`config.mk`:
```
export PLATFORM = sky130hd
export DESIGN_NAME = dpba_pid_lane
export DESIGN_NICKNAME = d
export VERILOG_FILES = /design/src/rtl/core/dpba_pkg.sv /design/src/rtl/core/dpba_pid_lane.sv
export VERILOG_INCLUDE_DIRS = /design/src /design/src/rtl/core
export SDC_FILE = /design/constraint.sdc
export NUM_CORES = 2
export LEC_CHECK = 0
export BUFFER_PORTS_ARGS = -buffer_cell sky130_fd_sc_hd__buf_2
export CORE_MARGIN = 2
export CORE_UTILIZATION = 40
export CTS_CLUSTER_SIZE = 28
export DETAILED_ROUTE_END_ITERATION = 7
export SYNTH_ARGS = -nofsm -noshare
export SYNTH_HDL_FRONTEND = slang
export SYNTH_SLANG_ARGS = --single-unit
```
`constraint.sdc`:
```
create_clock -name clk -period 5.8 [get_ports clk]
set_input_delay 1.74 -clock clk [delete_from_list [all_inputs] [get_ports clk]]
set_output_delay 1.74 -clock clk [all_outputs]
set_load 0.01 [all_outputs]
```
`src/rtl/core/assert_macros.svh`:
```
// Assertion macros shared by the alignment unit RTL.
`ifndef ASSERT_MACROS_SVH
`define ASSERT_MACROS_SVH

// Check a property on every clock edge outside reset.
`define DPBA_ASSERT(label, prop, msg) \
    label: assert property (@(posedge clk) disable iff (!rst_n) (prop)) else $error(msg);

// Check that a condition leads to a consequence in the following cycle.
`define DPBA_ASSERT_NEXT(label, ante, cons, msg) \
    label: assert property (@(posedge clk) disable iff (!rst_n) (ante) |=> (cons)) \
        else $error(msg);

`endif

```
`src/rtl/core/dpba_pkg.sv`:
```
// Shared types, widths and constants of the dual PID base alignment unit.
package dpba_pkg;

    // Fixed point widths (Q3.12 data, Q4.12 gains)
    localparam int FRAC_W  = 12;
    localparam int DATA_W  = 16;
    localparam int LIM_W   = 15;
    localparam int GAIN_W  = 16;
    localparam int ERR_W   = 17;
    localparam int ACC_W   = ERR_W + 1;
    localparam int DER_W   = 18;
    localparam int INT_W   = 10;
    localparam int PRD_P_W = ERR_W + GAIN_W + 1;
    localparam int PRD_I_W = INT_W + GAIN_W + 1;
    localparam int PRD_D_W = DER_W + GAIN_W + 1;
    localparam int SUM_W   = 37;
    localparam int RND_W   = SUM_W - FRAC_W;
    localparam int STAGES  = 4;
    localparam int CFG_W   = 64;
    localparam int ADDR_W  = 6;
    localparam int GAINS_W = 48;

    // Integrator limit of +-0.1
    localparam logic signed [INT_W-1:0] INT_MAX = 10'sd410;
    localparam logic signed [INT_W-1:0] INT_MIN = -10'sd410;

    // Rounding offsets, ties away from zero
    localparam logic signed [SUM_W-1:0] RND_HALF_POS = 37'sd2048;
    localparam logic signed [SUM_W-1:0] RND_HALF_NEG = 37'sd2047;

    // Configuration register map
    typedef enum logic [2:0] {
        REG_TARGET_DISTANCE    = 3'd0,
        REG_LINEAR_GAINS       = 3'd1,
        REG_ANGULAR_GAINS      = 3'd2,
        REG_MAX_LINEAR         = 3'd3,
        REG_MAX_ANGULAR        = 3'd4,
        REG_AXIS_MODE          = 3'd5,
        REG_DISTANCE_TOLERANCE = 3'd6,
        REG_SLOPE_TOLERANCE    = 3'd7
    } reg_idx_t;

    // Sensor axis routing of the linear drive
    typedef enum logic [1:0] {
        AXIS_POS_X = 2'd0,
        AXIS_NEG_X = 2'd1,
        AXIS_POS_Y = 2'd2,
        AXIS_NEG_Y = 2'd3
    } axis_t;

    // Item kinds
    localparam logic KIND_START   = 1'b0;
    localparam logic KIND_MEASURE = 1'b1;

    // Register reset values
    localparam logic [LIM_W-1:0]   RST_TARGET   = 15'd205;
    localparam logic [GAINS_W-1:0] RST_LIN_GAIN = 48'd3277;
    localparam logic [GAINS_W-1:0] RST_ANG_GAIN = 48'd2048;
    localparam logic [LIM_W-1:0]   RST_MAX_LIN  = 15'd307;
    localparam logic [LIM_W-1:0]   RST_MAX_ANG  = 15'd410;
    localparam logic [LIM_W-1:0]   RST_DIST_TOL = 15'd164;
    localparam logic [LIM_W-1:0]   RST_SLOPE_TOL = 15'd164;

    // Pipeline control handed to each PID lane
    typedef struct packed {
        logic              accept;
        logic              start;
        logic [STAGES-1:0] go;
    } lane_ctrl_t;

    // Saturate a rounded drive to +-lim and narrow it to the port width
    function automatic logic signed [DATA_W-1:0] sat_drive(
        input logic signed [RND_W-1:0] v,
        input logic [LIM_W-1:0]        lim
    );
        logic signed [RND_W-1:0] lim_pos;
        logic signed [RND_W-1:0] lim_neg;
        logic signed [RND_W-1:0] res;
        lim_pos = $signed({{(RND_W-LIM_W){1'b0}}, lim});
        lim_neg = -lim_pos;
        if (v > lim_pos)
        begin
            res = lim_pos;
        end
        else if (v < lim_neg)
        begin
            res = lim_neg;
        end
        else
        begin
            res = v;
        end
        return res[DATA_W-1:0];
    endfunction

endpackage

```
`src/rtl/core/dpba_pid_lane.sv`:
```
// One PID loop: integrator and last error state, products, sum and rounding.
`include "assert_macros.svh"

module dpba_pid_lane (
    input  logic                                 clk,
    input  logic                                 rst_n,
    input  dpba_pkg::lane_ctrl_t                 ctrl,
    input  logic signed [dpba_pkg::ERR_W-1:0]    err,
    input  logic [dpba_pkg::GAINS_W-1:0]         gains,
    output logic signed [dpba_pkg::RND_W-1:0]    rounded
);

    // Loop state
    logic signed [dpba_pkg::INT_W-1:0]   integ_reg;
    logic signed [dpba_pkg::INT_W-1:0]   integ_next;
    logic signed [dpba_pkg::ERR_W-1:0]   prev_reg;
    logic signed [dpba_pkg::ERR_W-1:0]   prev_next;

    // Input stage terms
    logic signed [dpba_pkg::ACC_W-1:0]   integ_sum;
    logic signed [dpba_pkg::INT_W-1:0]   integ_clamp;
    logic signed [dpba_pkg::DER_W-1:0]   deriv;
    logic signed [dpba_pkg::ERR_W-1:0]   err_a_reg;
    logic signed [dpba_pkg::INT_W-1:0]   integ_a_reg;
    logic signed [dpba_pkg::DER_W-1:0]   deriv_a_reg;

    // Products
    logic signed [dpba_pkg::GAIN_W:0]    kp_s;
    logic signed [dpba_pkg::GAIN_W:0]    ki_s;
    logic signed [dpba_pkg::GAIN_W:0]    kd_s;
    logic signed [dpba_pkg::PRD_P_W-1:0] prd_p;
    logic signed [dpba_pkg::PRD_I_W-1:0] prd_i;
    logic signed [dpba_pkg::PRD_D_W-1:0] prd_d;
    logic signed [dpba_pkg::PRD_P_W-1:0] prd_p_reg;
    logic signed [dpba_pkg::PRD_I_W-1:0] prd_i_reg;
    logic signed [dpba_pkg::PRD_D_W-1:0] prd_d_reg;

    // Sum and rounding
    logic signed [dpba_pkg::SUM_W-1:0]   sum_c;
    logic signed [dpba_pkg::SUM_W-1:0]   sum_reg;
    logic signed [dpba_pkg::SUM_W-1:0]   sum_ofs;
    logic signed [dpba_pkg::RND_W-1:0]   rnd_reg;

    // Integrate with clamp, form derivative against the last error
    always_comb
    begin
        integ_sum = dpba_pkg::ACC_W'(integ_reg) + dpba_pkg::ACC_W'(err);
        if (integ_sum > dpba_pkg::ACC_W'(dpba_pkg::INT_MAX))
        begin
            integ_clamp = dpba_pkg::INT_MAX;
        end
        else if (integ_sum < dpba_pkg::ACC_W'(dpba_pkg::INT_MIN))
        begin
            integ_clamp = dpba_pkg::INT_MIN;
        end
        else
        begin
            integ_clamp = integ_sum[dpba_pkg::INT_W-1:0];
        end
        deriv = dpba_pkg::DER_W'(err) - dpba_pkg::DER_W'(prev_reg);
        integ_next = ctrl.start ? '0 : integ_clamp;
        prev_next  = ctrl.start ? '0 : err;
    end

    // Update the loop state on each accepted transaction
    always_ff @(posedge clk or negedge rst_n)
    begin
        if (!rst_n)
        begin
            integ_reg <= '0;
            prev_reg  <= '0;
        end
        else if (ctrl.accept)
        begin
            integ_reg <= integ_next;
            prev_reg  <= prev_next;
        end
    end

    // Unpack gains as non-negative signed operands
    assign kp_s = $signed({1'b0, gains[15:0]});
    assign ki_s = $signed({1'b0, gains[31:16]});
    assign kd_s = $signed({1'b0, gains[47:32]});

    assign prd_p = err_a_reg * kp_s;
    assign prd_i = integ_a_reg * ki_s;
    assign prd_d = deriv_a_reg * kd_s;

    assign sum_c = dpba_pkg::SUM_W'(prd_p_reg) + dpba_pkg::SUM_W'(prd_i_reg)
                 + dpba_pkg::SUM_W'(prd_d_reg);

    // Round to nearest, ties away from zero, by a biased arithmetic shift
    assign sum_ofs = sum_reg + (sum_reg[dpba_pkg::SUM_W-1] ? dpba_pkg::RND_HALF_NEG
                                                         : dpba_pkg::RND_HALF_POS);

    // Advance the pipeline stages
    always_ff @(posedge clk)
    begin
        if (ctrl.go[0])
        begin
            err_a_reg   <= err;
            integ_a_reg <= integ_next;
            deriv_a_reg <= deriv;
        end
        if (ctrl.go[1])
        begin
            prd_p_reg <= prd_p;
            prd_i_reg <= prd_i;
            prd_d_reg <= prd_d;
        end
        if (ctrl.go[2])
        begin
            sum_reg <= sum_c;
        end
        if (ctrl.go[3])
        begin
            rnd_reg <= sum_ofs[dpba_pkg::SUM_W-1:dpba_pkg::FRAC_W];
        end
    end

    assign rounded = rnd_reg;

    `DPBA_ASSERT(a_integ_bounded, (integ_reg <= dpba_pkg::INT_MAX) && (integ_reg >= dpba_pkg::INT_MIN), "integrator left its clamp range")
    `DPBA_ASSERT_NEXT(a_start_clears, ctrl.accept && ctrl.start, (integ_reg == '0) && (prev_reg == '0), "start transaction did not clear loop state")

endmodule

```
==> impl_metrics.tcl <==
set metrics [dict create \
    status "complete, but fails checks" \
    violations "negative setup slack" \
    cpPeakStageDelay_ns 0.58 \
    crit_fanout 8 \
    maxCapViolCount 0 \
    setup_violations 55 \
    synth-seq-area-share 0.173 \
    met2_length_mm 48.5 \
    grt_pass1_vias 30300 \
    cts.clk_slew.worst_paths_ns 0.07 \
    holdCritStartpoint "integ_reg[3]" \
    final_max_slew_viol_count 0 \
    overflow 0 \
    ff2ff_path_depth 21 \
    clock-sinks 229 \
    arrival_ns 7.34 \
    path_cells "buf_4, and2_1, fa_1, inv_1, fa_1, inv_2, fa_2, fa_2, fa_1, inv_1, fa_2, inv_1, ha_4, a21o_1, a21oi_2, o211ai_1, or3_1, o211ai_1, a311oi_2, or3_4, a21oi_4, xnor2_1" \
    cp_slowest_cell "fa_2" \
    final_layout_size_suffix_gt1_frac 0.223 \
    die_w_um 316 \
    whs_ns 0.536 \
    clk_latency_ns 0.54 \
    avgSynthCellArea_um2 9.73 \
    dp_cells 5745 \
    min_path_cells 1 \
    met1_length_mm 42.6 \
    place_ws_ns -1.88 \
    reg2reg_slack_ns -0.58 \
    holdPathEnd "integ_reg[3]" \
    yosys_register_bits 229 \
    drt_iter0_markers 1476 \
    dr_total_vias 28400 \
    cts_made_buffers 23 \
    die_area_mm2 0.0997 \
    path_buf_inv 5 \
    cts_root_buf "clkbuf_16" \
    grt_pass1_wl_mm 159 \
    min_period_over_period 1.22 \
    skew_ns 0.0151 \
    grt_max_degree 51 \
    crit_family "adder cells" \
    postLayoutCellArea_mm2 0.0478 \
    synth.area.top_cells "fa_1 (37%), edfxtp_1 (16%), ha_1 (11%), inv_1 (9.1%), and2_1 (5.1%)" \
    finalWorstSetupSlack_ns -1.25 \
    placed_cell_area_mm2 0.0453 \
    final.fill_count 8905 \
    dr.pass1.iters 5 \
    r2r_end "prd_p_reg[32]" \
    wire_per_inst_um 16.5 \
    period_needed_ns 7.05 \
    cts_tree "built" \
    syn_area_mm2 0.0389 \
    hpwl_mm 82.4 \
    syn_inst 3997 \
    pin_count 98 \
    ant_nets 0 \
    yosys.area.top_type "fa_1" \
    largest_reg_flops 36 \
    max_freq_mhz 142 \
    row_count 114 \
    routed_wl_mm 96.6 \
    worstSetupEndpointType "flip-flop" \
    start_kind "primary input" \
    post_synth_num_cell_types 79 \
    worstMarginPinSlew_ns 0.834 \
    ys_top_cells_by_count "inv_1 (941), fa_1 (721), nand2_1 (461)" \
    rsz0062_at_grt "true" \
    synth_edf_count 202 \
    h-tree-depth 1 \
    gp_congestion 0.881 \
    min_path_type "reg -> reg" \
    drc 0 \
    regArea_mm2 0.00674 \
    required_ns 6.09 \
    synth_most_common_cell "inv_1" \
    clk_path_buf_depth 3 \
    layout.nets 5669 \
    hold_viol 0 \
    synth_top_area_frac 0.371 \
    coreArea_mm2 0.0966 \
    dieHeight_um 316 \
    post_drt_via_cell_ratio 4.86 \
    final_cells 5838 \
    hold_buffers 0 \
    synth-main-ff-cell "edfxtp_1" \
    critPathKind "in -> reg" \
    synthArstFlopShare 0.118 \
    areaGrowthSynthToFinish_pct 23.0 \
    synth_warnings 0 \
    grt_usage 0.201 \
    port_buffers 97 \
    r2r_start "err_a_reg[16]" \
    multiInputGateArea_mm2 0.0297 \
    top_layer_used "met4" \
    initial_core_util 0.403 \
    wl_met3_mm 3.89 \
    relSlewSlack 0.444 \
    syn_nets 5124 \
    antenna_found_initial 1 \
]
[cells in the final DEF (no fill, tap or decap), types with 35 or more instances in the layout]
cell      instances
a21o_1           51
a21oi_1          85
and2_1          278
and2_4           41
buf_12           35
buf_2            64
buf_4           466
buf_6            73
edfxtp_1        202
fa_1            699
ha_1            292
ha_4             37
inv_1           902
inv_2            40
nand2_1         440
nand3_1          38
nor2_1           81
o21ai_0          53
xnor2_1         113
[cell families (layout without fill, tap and decap cells)]
group           after synthesis  in the layout  share of synthesized area
flops                       229            229                      0.173
other cells                   0              3                          0
simple gates               1073           1073                      0.137
mux                           6              6                    0.00200
xor+xnor                    168            168                     0.0378
fa+ha+maj                  1054           1054                      0.478
compound gates              398            398                     0.0685
buf+inv                    1069           1631                      0.103
[per-stage QoR]
stage | TNS (ns) | utilization
floorplan | -43.56 | -
global placement | -76.45 | 0.469
detailed placement | -78.57 | 0.469
CTS | -36.88 | 0.489
global route | -48.18 | 0.495
finish | -39.53 | 0.495
[per-layer routing]
metal	up-vias	global-route usage
met5	-	0
met1	14400	0.275
li1	13300	-
met3	91	0.0186
met4	0	0.0303
met2	514	0.354
[worst reg2reg max path: cells and delay by family (launching register included)]
family / cells / cell delay [ns]
compound gates: 5 / 0.92
xor+xnor: 1 / 0.09
fa+ha+maj: 7 / 3.27
buf+inv: 4 / 0.17
flops: 1 / 0.54
simple gates: 4 / 1.13
[worst max path at each step]
stage | startpoint | end | slack, ns | cells past startpoint
2_1_floorplan | gains[11] | prd_p_reg[32] | -1.46 | 22
3_3_place_gp | gains[11] | prd_p_reg[32] | -1.80 | 22
3_5_place_dp | gains[5] | prd_p_reg[33] | -1.88 | 24
6_report | gains[13] | prd_p_reg[32] | -1.25 | 22
4_1_cts | gains[3] | prd_p_reg[32] | -1.24 | 22
5_1_grt | gains[6] | prd_p_reg[33] | -1.44 | 24
[cell type report]
class / instances / share of cell area
multi-input cells: 2699 / 0.621
flip-flops and latches: 229 / 0.141
repair buffers: 647 / 0.115
inverters: 942 / 0.0740
well taps: 1276 / 0.0334
clock buffers: 27 / 0.0130
clock inverters: 15 / 0.00293
diodes: 3 / 0.000157
[what timing repair did]
action                     in CTS  in global routing
gates resized for setup       218                134
buffers inserted               39                 31
pin swaps                     135                132
setup endpoints to repair      58                 60
cloned                          1                  1
Power is not shown: default switching activity piles up to over one toggle a cycle in this logic, so the estimate is an artifact.
